## src/rtl/ssi_div_cell.sv

```systemverilog
// ----------------------------------------------------------------------------
// ssi_div_cell
// One quotient bit of a restoring division, registered.
// ----------------------------------------------------------------------------
module ssi_div_cell #(
  parameter int AW    = 16,
  parameter int QW    = 8,
  parameter int PW    = 1,
  parameter bit SHIFT = 1'b1
) (
  input  logic          clk,
  input  logic          rst,
  input  logic          en,
  input  logic          vld_in,
  input  logic [AW:0]   rem_in,
  input  logic [AW-1:0] a_in,
  input  logic [QW-1:0] q_in,
  input  logic [PW-1:0] pay_in,
  output logic          vld_out,
  output logic [AW:0]   rem_out,
  output logic [AW-1:0] a_out,
  output logic [QW-1:0] q_out,
  output logic [PW-1:0] pay_out
);

  logic [AW:0] rem2;
  logic        ge;

  // remainder stays below the divisor, so the shift never overflows
  assign rem2 = SHIFT ? {rem_in[AW-1:0], 1'b0} : rem_in;
  assign ge   = rem2 >= {1'b0, a_in};

  always_ff @(posedge clk) begin
    if (rst) begin
      vld_out <= 1'b0;
    end else if (en) begin
      vld_out <= vld_in;
    end
  end

  always_ff @(posedge clk) begin
    if (en) begin
      rem_out <= ge ? rem2 - {1'b0, a_in} : rem2;
      a_out   <= a_in;
      q_out   <= {q_in[QW-2:0], ge};
      pay_out <= pay_in;
    end
  end

endmodule

```

## config.mk

```make
export PLATFORM = sky130hd
export DESIGN_NAME = ssi_div_cell
export DESIGN_NICKNAME = d
export VERILOG_FILES = /design/src/rtl/ssi_div_cell.sv
export SDC_FILE = /design/constraint.sdc
export NUM_CORES = 1
export LEC_CHECK = 0
export BUFFER_PORTS_ARGS = -buffer_cell sky130_fd_sc_hd__buf_2
export CORE_UTILIZATION = 50
export DETAILED_ROUTE_END_ITERATION = 16
export PLACE_DENSITY = 0.88
export SLEW_MARGIN = 20
export SYNTH_ARGS = -nofsm -noshare
export SYNTH_HDL_FRONTEND = slang
export SYNTH_SLANG_ARGS = --single-unit
```

## constraint.sdc

```tcl
create_clock -name clk -period 2.8 [get_ports clk]
set_input_delay 0.56 -clock clk [delete_from_list [all_inputs] [get_ports clk]]
set_output_delay 0.56 -clock clk [all_outputs]
set_load 0.02 [all_outputs]
```

Yosys cells after proc, flatten, opt, wreduce, memory -nomap -nowiden. Cells that the tools add are included.

$add $sub $neg: 1. Magnitude comparators: 1. Multiplexer cells: 1.

Operator list (number): $ge 17x16->1 (1); $mux 17 (1); $sub 17x16->17 (1).

Register bits: 43. Output and inout port bits: 43. Word-level logic and storage cells: 9.

Logic depth before layout (Yosys ltp).
Depth after elaboration: 2. Gate-level depth with buffers: 10. Depth with buffers taken out: 8.

Least setup slack after synthesis. OpenSTA, ideal clock, no wires.

Path type: input to register. From: in a_in[1]. To: reg rem_out[10] (data pin). Arrival time: 2.253 ns. Path slack: 0.287 ns. Stages: 9. Buffers on the path: 1. Path through: inv_1 ha_1 nor2b_1 o31ai_1 a21o_1 a31oi_4 nor2_4 buf_6 mux2_4.

Word-level cells in the longest chain between the ends: 2.

Ends and longest elaborated chain: start, declared (RTL line 16) `input logic [AW-1:0] a_in,`; $sub 17x16->17 / $ge 17x16->1 (equally long branches) (RTL line 43, 31); $mux 17 * (RTL line 43) `rem_out <= ge ? rem2 - {1'b0, a_in} : rem2;`; end signal, assigned (RTL line 43); end, declared (RTL line 20) `output logic [AW:0] rem_out,`.

Every way passes the cells marked *; elsewhere a longest branch is shown, timed or not. A chain may end at the register's enable or synchronous reset.

Worst setup path after layout.
From: in rem_in[0]. To: reg rem_out[12] (data pin).

Word-level cells in the longest chain between the ends: 2.

Ends and longest elaborated chain: start, declared (RTL line 15) `input logic [AW:0] rem_in,`; $sub 17x16->17 / $ge 17x16->1 (equally long branches) (RTL line 43, 31); $mux 17 * (RTL line 43).

Marked as above.

==> metrics.csv <==
metric,value,unit
per-cell routed wire length,13.12,microns
Routed Wire Length,4738,microns
max incr delay on CP,0.46,ns
Post-Synth Adder-Cell Area,0.08993,
IO Port Bufs,86,
CP Data Required Time,2.85,ns
max-slew violation count,0,
Clk Tree Root Cell,clkbuf_8,
area grow syn2layout,26.26,%
"commonest non-fill, non-tap cell in the layout",buf_2,
LEAKAGE,1.418,nW
CTS Buf Count,5,
Syn Nets,263,
Cells after Synth,200,
postcts setup bufs,0,
power per cell area,576.8,nW/um^2
core area,4723,sq um
largest net degree at the start of global routing,44,
first-pass GRT wire length,7562,microns
top_reg_cell synth,edfxtp_1,
Diodes inserted,0,
synthesized flop and latch total,43,
DRC violations left,0,
number of global-route vias before repair,1756,
gpl congestion,0.9778,
Final Core Density,0.6546,
Critical Path Fanout Max,3,
maximum VDD drop,0.2618,mV
clock sink total,43,
Reg2Reg Depth,2,
dpl ws,0.05677,ns
DRT Pass-1 Iters,6,
"Hold-fix buffers, CTS",0,
final std cells w/o fill,361,
CP Capture Type,flip-flop,
# IOs,89,
CP max stage cell,fa_1,
max_cap viols,0,
CTS tree,yes,
DP Area,2979,sq um
Reg area,1281,sq um
Placed Cells,353,
PnR Total Power,1.783,mW
H-tree Lvls,2,
worst skew pair latency,0.29,ns
crit-path cells,"buf_2, inv_1, fa_1, nand2b_1, a21oi_1, a211oi_1, buf_4, o21ai_0, xor2_1, mux2_4",
starting DRC count in detailed routing,82,
"EDFF count, synth",42,
WHS Path Cells,2,
Synth cell types,42,
total track usage,0.1923,
clock tree buffer depth,2,
final hold vios,0,
clock skew,0,ns
Total Negative Setup Slacks,0,ns
RSZ-0062 raised after global routing,no,
Hold Slack,0.4086,ns
Final nets,356,
share of cells above drive strength 1,0.3980,
"Worst Path Class, Setup",in -> reg,
via count,1859,
largest family of logic cells by synthesized area,compound AO/OA/AOI/OAI gates,
slew margin rel.,0.6388,
clk slew on worst S/H paths,0.08,ns
die area,5181,sq um
antenna violations before repair,0,
Initial Util,0.5184,
Slew @ Worst Pin,0.5418,ns
Final period util,0.8725,
mux contribution to synthesized area,0.08738,
"commonest non-fill, non-tap cells in the layout","buf_2 (86), edfxtp_1 (42), inv_1 (20)",
FP Rows,25,
async set-reset flop share out of synthesis,0,
Fmax,0.4093,GHz
via/cell ratio,5.150,
sequential element share of the synthesized area,0.5232,
multi-input logic area,1051,sq um
syn avg cell area,12.24,sq um
Synth Area in Simple Gates,0.07614,
GRT Residual Overflow,0,
Resize count post-CTS,0,
Worst path top cell family by delay,compound AO/OA/AOI/OAI gates,
final instance area,3092,sq um
filler cell count in the final layout,359,
Worst setup SP type,primary input,
Synth Warn #,0,
post-synthesis xor/xnor area fraction,0.04650,
Die Wd,71.98,microns
final setup margin,0.3570,ns
final setup vio count,0,
WP buf/inv,3,
min cycle time layout,2.443,ns
Crit path depth,10,
synthesized cell area,2449,sq um
post-DP HPWL,3593,microns
DRT antenna net count,0,
post-synthesis compound-gate area fraction,0.1293,
Hold Path Class,in -> reg,
Die Y-Extent,71.98,microns
WP data arrival,2.50,ns
outcome,"complete, no violations",
-- sequential cells by signal, summed over array words and instances (netlist names) --
register  cells
a_out        16
pay_out       1
q_out         8
rem_out      17
vld_out       1
-- worst reg2reg max path: cells and delay by family (launching register included) --
kind	cells	cell delay [ns]
simple gates	1	0.05
flops	1	0.33
mux	1	0.15
-- power by group --
| part | total [mW] | switching (mW) | internal (mW) |
|---|---|---|---|
| Combinational | 0.495 | 0.277 | 0.217 |
| Clock | 0.481 | 0.216 | 0.265 |
| Sequential | 0.807 | 0.0151 | 0.792 |
-- cell type report --
type	count	area share
well taps	67	0.02711
clock buffers	5	0.02226
repair buffers	92	0.1578
multi-input cells	131	0.3399
inverters	20	0.02428
clock inverters	3	0.01416
flip-flops and latches	43	0.4144
-- synthesized netlist by cell type (all sizes together), types with 2 or more instances --
cell type	n	share of area
ha	16	0.082
a21oi	16	0.033
a211oi	2	0.0061
inv	20	0.031
o31ai	2	0.0061
a21o	6	0.018
nand4	2	0.0051
xnor2	8	0.029
o21ai	6	0.012
and3	2	0.0051
buf	5	0.015
nand3	2	0.0041
o21a	3	0.0092
xor2	5	0.018
nor3	4	0.0082
nor2	8	0.015
mux2	14	0.075
o211a	2	0.0082
nand2	12	0.018
mux2i	3	0.012
a31oi	4	0.016
edfxtp	42	0.52
-- cell families (layout without fill, tap and decap cells) --
group / count (synthesis) / in the layout
xor+xnor: 13 / 13
compound gates: 47 / 47
buf+inv: 26 / 120
fa+ha+maj: 17 / 17
mux: 17 / 17
flops: 43 / 43
simple gates: 37 / 37
-- routing by layer --
layer / vias up / global-route usage / part of all wire
met1: 842 / 0.2205 / 0.41
met3: 12 / 0.05000 / 0.073
met4: 0 / 0.07843 / 0.021
met5: - / 0 / 0
met2: 85 / 0.3417 / 0.49
li1: 920 / - / -
-- path summary, 6_finish.rpt --
| check | to | slack, ns | start |
|---|---|---|---|
| hold reg to reg | vld_out | 0.54 | vld_out |
| hold / removal | vld_out | 0.41 | rst |
| setup reg to reg | vld_out | 2.17 | vld_out |
| setup / recovery | rem_out[12] | 0.36 | rem_in[0] |
No activity file was read; power rests on OpenSTA's default activity.
