--- config.mk ---
export PLATFORM = sky130hd
export DESIGN_NAME = ssi_sqrt_cell
export DESIGN_NICKNAME = d
export VERILOG_FILES = /design/src/rtl/ssi_sqrt_cell.sv
export SDC_FILE = /design/constraint.sdc
export NUM_CORES = 1
export LEC_CHECK = 0
export BUFFER_PORTS_ARGS = -buffer_cell sky130_fd_sc_hd__buf_2
export CAP_MARGIN = 20
export CORE_UTILIZATION = 48
export CTS_BUF_LIST = sky130_fd_sc_hd__clkbuf_8
export DETAILED_ROUTE_END_ITERATION = 12
export GPL_TIMING_DRIVEN = 1
export PLACE_DENSITY = 0.81
export SLEW_MARGIN = 20
export SYNTH_ARGS = -nofsm -noshare
export SYNTH_HDL_FRONTEND = slang
export SYNTH_SLANG_ARGS = --single-unit
export TNS_END_PERCENT = 30
--- constraint.sdc ---
create_clock -name clk -period 2.93 [get_ports clk]
set_input_delay 0.586 -clock clk [delete_from_list [all_inputs] [get_ports clk]]
set_output_delay 0.586 -clock clk [all_outputs]
set_load 0.005 [all_outputs]
--- src/rtl/ssi_sqrt_cell.sv ---
// ----------------------------------------------------------------------------
// ssi_sqrt_cell
// One root bit of a digit-by-digit integer square root, registered.
// ----------------------------------------------------------------------------
module ssi_sqrt_cell #(
  parameter int RW = 16,
  parameter int QW = 8,
  parameter int PW = 1
) (
  input  logic          clk,
  input  logic          rst,
  input  logic          en,
  input  logic          vld_in,
  input  logic [RW-1:0] rad_in,
  input  logic [QW+1:0] rem_in,
  input  logic [QW-1:0] root_in,
  input  logic [PW-1:0] pay_in,
  output logic          vld_out,
  output logic [RW-1:0] rad_out,
  output logic [QW+1:0] rem_out,
  output logic [QW-1:0] root_out,
  output logic [PW-1:0] pay_out
);

  logic [QW+1:0] rem2;
  logic [QW+1:0] trial;
  logic          ge;

  // bring down the next two radicand bits and try root*4+1
  assign rem2  = {rem_in[QW-1:0], rad_in[RW-1 -: 2]};
  assign trial = {root_in, 2'b01};
  assign ge    = rem2 >= trial;

  always_ff @(posedge clk) begin
    if (rst) begin
      vld_out <= 1'b0;
    end else if (en) begin
      vld_out <= vld_in;
    end
  end

  always_ff @(posedge clk) begin
    if (en) begin
      rad_out  <= {rad_in[RW-3:0], 2'b00};
      rem_out  <= ge ? rem2 - trial : rem2;
      root_out <= {root_in[QW-2:0], ge};
      pay_out  <= pay_in;
    end
  end

endmodule

; ---- Word-level counts from Yosys, hierarchy flattened
; Index checks and enable logic that the tools add are counted.
[word_totals]
ff_bits = 34
inputBits = 39
out_inout_bits = 36
[op_classes]
addsub = 1
order_cmp = 1
muxes = 1
[ops]
columns = operator, count
row1 = 10-bit >= comparator, 1
row2 = 10-bit 2-to-1 mux, 1
row3 = 10-bit subtractor, 1

; ---- Longest topological paths before layout
; Gate-level depths: netlist of the first run.
[depth]
word_depth = 2
ltp_mapped = 8
mapped_depth_nobuf = 7

; ---- Least setup slack after synthesis of the first run
; No wires, ideal clock.
[synth_path]
path_kind = input to register
start = input port root_in[0]
end = register rem_out[7] (data pin)
setup_ns = 0.260
arrival_time_ns = 2.050
path_slack_ns = 0.620
cell_stages = 8
cell_sequence = inv_1 -> ha_1 -> nor2b_1 -> o21a_2 -> o221ai_2 -> o21a_2 -> buf_6 -> mux2_2
[synth_between]
elab_chain_cells = 2
word_cells_on_any_way = 3
classes_between = add/sub (1) / order compare (1) / mux (1)
[synth_rtl]
columns = element, line
row1 = "start, declared", 16  ; input logic [QW-1:0] root_in,
row2 = 10-bit subtractor or 10-bit >= comparator (tied branches), "45, 32"
row3 = 10-bit 2-to-1 mux *, 45  ; rem_out <= ge ? rem2 - trial : rem2;
row4 = "end signal, assigned", 45
row5 = "end, declared", 20  ; output logic [QW+1:0] rem_out,
; Mark *: on every way between the ends. The rest lies on a longest branch, timed or not.
; A chain may end at the register's enable or synchronous reset.

; ---- Worst setup path in the final report of the first run
[layout_path]
start = input port root_in[0]
end = register rem_out[3] (data pin)
; The elaborated chain is that of the path after synthesis.

==> results of run 1 <==
cells in the final DEF, fill, tap and decap left out, types with 2 or more instances in the layout:
cell type  instances
a211o_1            2
a21o_1             2
a21oi_1            2
buf_2             70
clkbuf_8           5
conb_1             2
edfxtp_1          33
ha_1              10
inv_1             14
mux2_1             5
mux2_2             3
mux2i_1            3
nor2_1             7
nor3_1             2
o211ai_1           2
o21a_1             2
o21a_2             2
xnor2_1            5
cells in the mapped netlist (all sizes together):
library cell  number
o22a               1
a221o              1
or2                1
or4                1
o221ai             1
o22ai              1
a2111oi            1
a41o               1
mux2i              3
nand2              1
xnor2              5
dfxtp              1
nor3               2
conb               1
nor2               7
mux2               8
buf                3
xor2               1
a21o               2
o21bai             1
o21a               4
a31oi              1
edfxtp            33
nor2b              1
ha                10
or3                1
o211ai             2
nand3              1
a211o              2
a21oi              2
inv               13
and3               2
worst max path at each step:
stage | end | start | slack [ns] | depth (start not counted)
after detailed placement | rem_out[3] | root_in[0] | 0.31 | 8
after floorplan | rem_out[7] | root_in[0] | 0.62 | 8
after global routing | rem_out[7] | root_in[0] | 0.56 | 8
after CTS | rem_out[3] | root_in[0] | 0.61 | 8
after global placement | rem_out[8] | rem_in[0] | 0.37 | 7
final | rem_out[3] | root_in[0] | 0.62 | 8
cell type report:
class / instances / share of cell area
clock buffers: 5 / 0.0325
inverters: 13 / 0.0231
well taps: 44 / 0.0260
multi-input cells: 66 / 0.269
flip-flops and latches: 34 / 0.478
repair buffers: 70 / 0.166
clock inverters: 3 / 0.00591
sequential cells by signal (all words and copies together) (netlist names):
name	count
rad_out	14
rem_out	10
root_out	8
pay_out	1
vld_out	1
logic make-up (layout without fill, tap and decap cells):
family,Yosys count,count (layout),share of synthesized area
flops,34,34,0.612
compound gates,20,20,0.106
simple gates,17,17,0.0538
buf+inv,16,91,0.0455
mux,11,11,0.0727
fa+ha+maj,10,10,0.0758
xor+xnor,6,6,0.0318
other cells,1,2,0.00227
layer usage:
layer  up-vias  global-route usage  routed length [µm]
li1        577                   -                   -
met1       548               0.194                1230
met2        60               0.347                1590
met3         4              0.0682                 270
met4         0              0.0617                  28
met5         -                   0                   0
power groups by stage:
| stage | logic [mW] | registers (mW) | clock network, mW |
|---|---|---|---|
| after global placement | 0.220 | 0.611 | 0 |
| after global routing | 0.256 | 0.607 | 0.346 |
| final | 0.227 | 0.602 | 0.314 |
| after CTS | 0.231 | 0.603 | 0.323 |
| after floorplan | 0.125 | 0.621 | 0 |
| after detailed placement | 0.229 | 0.612 | 0 |
metrics by stage:
stage	util	hold WS, ns	area [µm²]
floorplan	-	0.485	1660
global placement	0.645	0.468	2030
detailed placement	0.645	0.488	2030
CTS	0.671	0.452	2120
global route	0.671	0.451	2120
finish	0.671	0.458	2120
==> flow_summary.json, run 1 <==
{
  "slew_headroom": 0.506,
  "grt_antenna_before_repair": 0,
  "post_cts_resize_count": 0,
  "ys_ff_latch": 34,
  "grt_pass1_vias": 1175,
  "maxSlewViolCount": 0,
  "power_density_nw_per_um2": 540,
  "start_util": 0.524,
  "hpwlAfterDp_um": 2360,
  "power_frac_seq": 0.527,
  "register_area_um2": 1010,
  "cts_sinks": 34,
  "post-route-min-period_ns": 2.31,
  "fin_setup_tns_ns": 0,
  "seq_area_frac_synth": 0.612,
  "grt_max_degree": 35,
  "nets": 239,
  "drive_gt1_frac": 0.445,
  "syn_area_um2": 1650,
  "antenna_left": 0,
  "routedWlPerCell_um": 13.3,
  "finClkSkew_ns": 0,
  "viasPerCell": 5.06,
  "end_kind": "flop",
  "synth_area_leaders": "edfxtp_1, ha_1, mux2_1",
  "crit_type": "input port to flop",
  "worstReg2RegStart": "vld_out",
  "power_frac_comb": 0.199,
  "dieArea_um2": 3680,
  "max_freq_mhz": 433,
  "placedCellCount": 227,
  "outcome": "finished clean",
  "clk_latency_ns": 0.28,
  "cts_buffers": 5,
  "power.switching_mw": 0.278,
  "hold_end": "vld_out",
  "switching_share": 0.243,
  "crit_top_cell": "o21a_2",
  "drt-initial-drc-count": 34,
  "syn_avg_cell_area_um2": 14.4,
  "drv_cap": 0,
  "synth_cells": 115,
  "cts_tree": "done",
  "yosys_warnings": 0,
  "leakage_nw": 0.988,
  "ios": 75,
  "fillers": 247,
  "coreArea_um2": 3150,
  "multiInputGateArea_um2": 569,
  "route.detailed.drc": 0,
  "clk_path_buf_depth": 2,
  "setup_viol": 0,
  "required_ns": 2.96,
  "hp-start": "rst",
  "critPathLaunchType": "input port",
  "track_usage": 0.187,
  "root_buffer": "clkbuf_8",
  "area_growth_pct": 28.1,
  "post_synth_num_cell_types": 36,
  "routed_wl_um": 3120,
  "rows": 20,
  "reg2reg_depth": 2,
  "period_share": 0.788,
  "die_h_um": 60.7,
  "hold_path_class": "input port to flop",
  "p_int_mw": 0.865,
  "diodes": 0,
  "globalplace.congestion": 0.850,
  "htreeDepth": 2,
  "post-synth-top-area-cell": "edfxtp_1",
  "ctsHoldBuffers": 0,
  "arrival_ns": 2.34,
  "grt_setup_unrepaired": "no",
  "dr.pass1.iters": 4,
  "worst_pin_slew_ns": 0.742,
  "worst-path-buf-inv": 2,
  "stdcell_count": 235,
  "vdd_drop_max_mv": 0.269,
  "synth_top_area_frac": 0.600,
  "setup_slack_ns": 0.620,
  "cp_cell_sequence": "buf_2, inv_1, ha_1, nor2b_1, o21a_2, o221ai_2, o21a_2, mux2_1",
  "grt_pass1_wl_um": 4910,
  "slowest_delay_ns": 0.37,
  "vias": 1189,
  "worst_hold_path.num_cells": 2,
  "finalHoldViolations": 0,
  "io_buffers": 70,
  "cp_slowest_cell": "mux2_1",
  "rrSetupSlack_ns": 2.35,
  "post-place-ws_ns": 0.314,
  "cts_setup_buffers": 0,
  "timing.rr.end": "vld_out",
  "grt_overflow": 0,
  "die_w_um": 60.7,
  "total_power_mw": 1.14,
  "critPathTopFamily": "compound AO/OA/AOI/OAI gates",
  "critPathMaxFanout": 11,
  "power.share.clock": 0.274,
  "clk_pin_slew_ns": 0.06
}
Power figures use the tool's default switching activity.
==> run 2: changes to the inputs <==
==> constraint.sdc (replaced) <==
create_clock -name clk -period 2.2 [get_ports clk]
set_input_delay 0.44 -clock clk [delete_from_list [all_inputs] [get_ports clk]]
set_output_delay 0.44 -clock clk [all_outputs]
set_load 0.005 [all_outputs]
==> run 2 against run 1 <==
Against the previous run:
- power is 38% higher
- clock-buffer cell count stayed put
- utilization is 4.4 points higher
- flip-flop and latch count stayed put
- final cell count is 6.8% higher
- routed wire length is 6.4% higher
- worst hold slack worse by 0.15 ns
- clock power is 35% higher
- combinational power is 52% higher
- register-to-register slack worse by 0.72 ns
- sequential share of layout area is 2.9 points lower
- non-clock buffer count is 17 higher
==> flow_summary.json, run 2 (synthesis gave the netlist of run 1 again) <==
{
  "utilization": 0.715,
  "hold_path_class": "input port to flop",
  "placedCellCount": 244,
  "cts_buffers": 5,
  "drt-initial-drc-count": 19,
  "crit_type": "input port to flop",
  "grt_overflow": 0,
  "clk_latency_ns": 0.28,
  "post-route-min-period_ns": 2.07,
  "fin_area_um2": 2250,
  "critPathMaxFanout": 10,
  "route.detailed.drc": 0,
  "largest_register_ffs": 14,
  "ios": 75,
  "mostFrequentLayoutCell": "buf_2",
  "reg2reg_depth": 2,
  "end_kind": "flop",
  "drv_cap": 0,
  "grt_pass1_wl_um": 5410,
  "cts_setup_buffers": 0,
  "required_ns": 2.24,
  "clk_path_buf_depth": 2,
  "setup_viol": 0,
  "grt_antenna_before_repair": 0,
  "outcome": "finished clean",
  "track_usage": 0.206,
  "area_growth_pct": 36.4,
  "cts_sinks": 34,
  "clk_pin_slew_ns": 0.06,
  "globalplace.congestion": 0.865,
  "final_cell_mix": "buf_2, edfxtp_1, buf_4",
  "hpwlAfterDp_um": 2650,
  "root_buffer": "clkbuf_8",
  "diodes": 0,
  "critPathLaunchType": "input port",
  "worst_hold_path.num_cells": 2,
  "start_util": 0.524,
  "die_h_um": 60.7,
  "ctsHoldBuffers": 0,
  "power_density_nw_per_um2": 698,
  "grt_max_degree": 24,
  "fin_setup_tns_ns": 0,
  "slew_headroom": 0.645,
  "routedWlPerCell_um": 13.2,
  "rows": 20,
  "leakage_nw": 1.07,
  "die_w_um": 60.7,
  "stdcell_count": 251,
  "vias": 1248,
  "largest_registers": "rad_out: 14 flops, rem_out: 10 flops, root_out: 8 flops",
  "regMostFlops": "rad_out",
  "dr.pass1.iters": 4,
  "post_cts_resize_count": 0,
  "viasPerCell": 4.97,
  "htreeDepth": 2,
  "postPlaceCellArea_um2": 2170,
  "drive_gt1_frac": 0.498,
  "period_share": 0.939,
  "max_freq_mhz": 484,
  "antenna_left": 0,
  "grt_setup_unrepaired": "no",
  "finalHoldViolations": 0,
  "maxSlewViolCount": 0,
  "grt_pass1_vias": 1257,
  "io_buffers": 70,
  "worst_pin_slew_ns": 0.533,
  "dieArea_um2": 3680,
  "hold_slack_ns": 0.305,
  "cts_tree": "done",
  "finClkSkew_ns": 0,
  "nets": 256,
  "vdd_drop_max_mv": 0.389,
  "arrival_ns": 2.10,
  "coreArea_um2": 3150,
  "routed_wl_um": 3320,
  "fillers": 246
}
==> run 2: cell types whose count changed in the layout (fill, tap and decap cells not counted), sizes merged <==
cell  delta
buf     +17
inv      -1
==> run 2: path summary, 6_finish.rpt <==
kind,start,endpoint,slack [ns]
worst max-delay path,rem_in[0],rem_out[8],0.13
worst min-delay path,rst,vld_out,0.30
worst max register to register,vld_out,vld_out,1.63
worst min register to register,vld_out,vld_out,0.49
==> run 2: worst max-delay path, stage by stage <==
cell      delay (ns)
buf_2           0.11
ha_1            0.21
or2_1           0.26
o21a_2          0.22
o221ai_2        0.16
o21a_2          0.33
mux2_2          0.37
==> run 2: power by group <==
group	total [mW]	internal, mW	switching (mW)
clock	0.425	0.212	0.213
combinational	0.346	0.188	0.158
sequential	0.801	0.787	0.0143
==> run 2: metrics by stage <==
stage | power, mW | setup slack (ns)
after floorplan | 0.993 | 0.0362
after global placement | 1.15 | -0.122
after detailed placement | 1.17 | -0.178
after CTS | 1.59 | 0.129
after global routing | 1.65 | 0.0696
final | 1.57 | 0.135
==> run 2: per-layer routing <==
metal | up-vias | GRT usage | routed length [µm]
met5 | - | 0 | 0
met1 | 576 | 0.197 | 1240
met4 | 0 | 0.0649 | 36
met3 | 6 | 0.0810 | 329
li1 | 606 | - | -
met2 | 60 | 0.399 | 1710
==> run 2: layout make-up <==
| cell class | count | area (µm²) | area share |
|---|---|---|---|
| Timing Repair Buffer | 87 | 490 | 0.218 |
| Clock inverter | 2 | 10.0 | 0.00444 |
| Inverter | 13 | 48.8 | 0.0217 |
| Sequential cell | 34 | 1010 | 0.449 |
| Clock buffer | 5 | 68.8 | 0.0305 |
| Tap cell | 44 | 55.1 | 0.0244 |
| Multi-Input combinational cell | 66 | 569 | 0.253 |
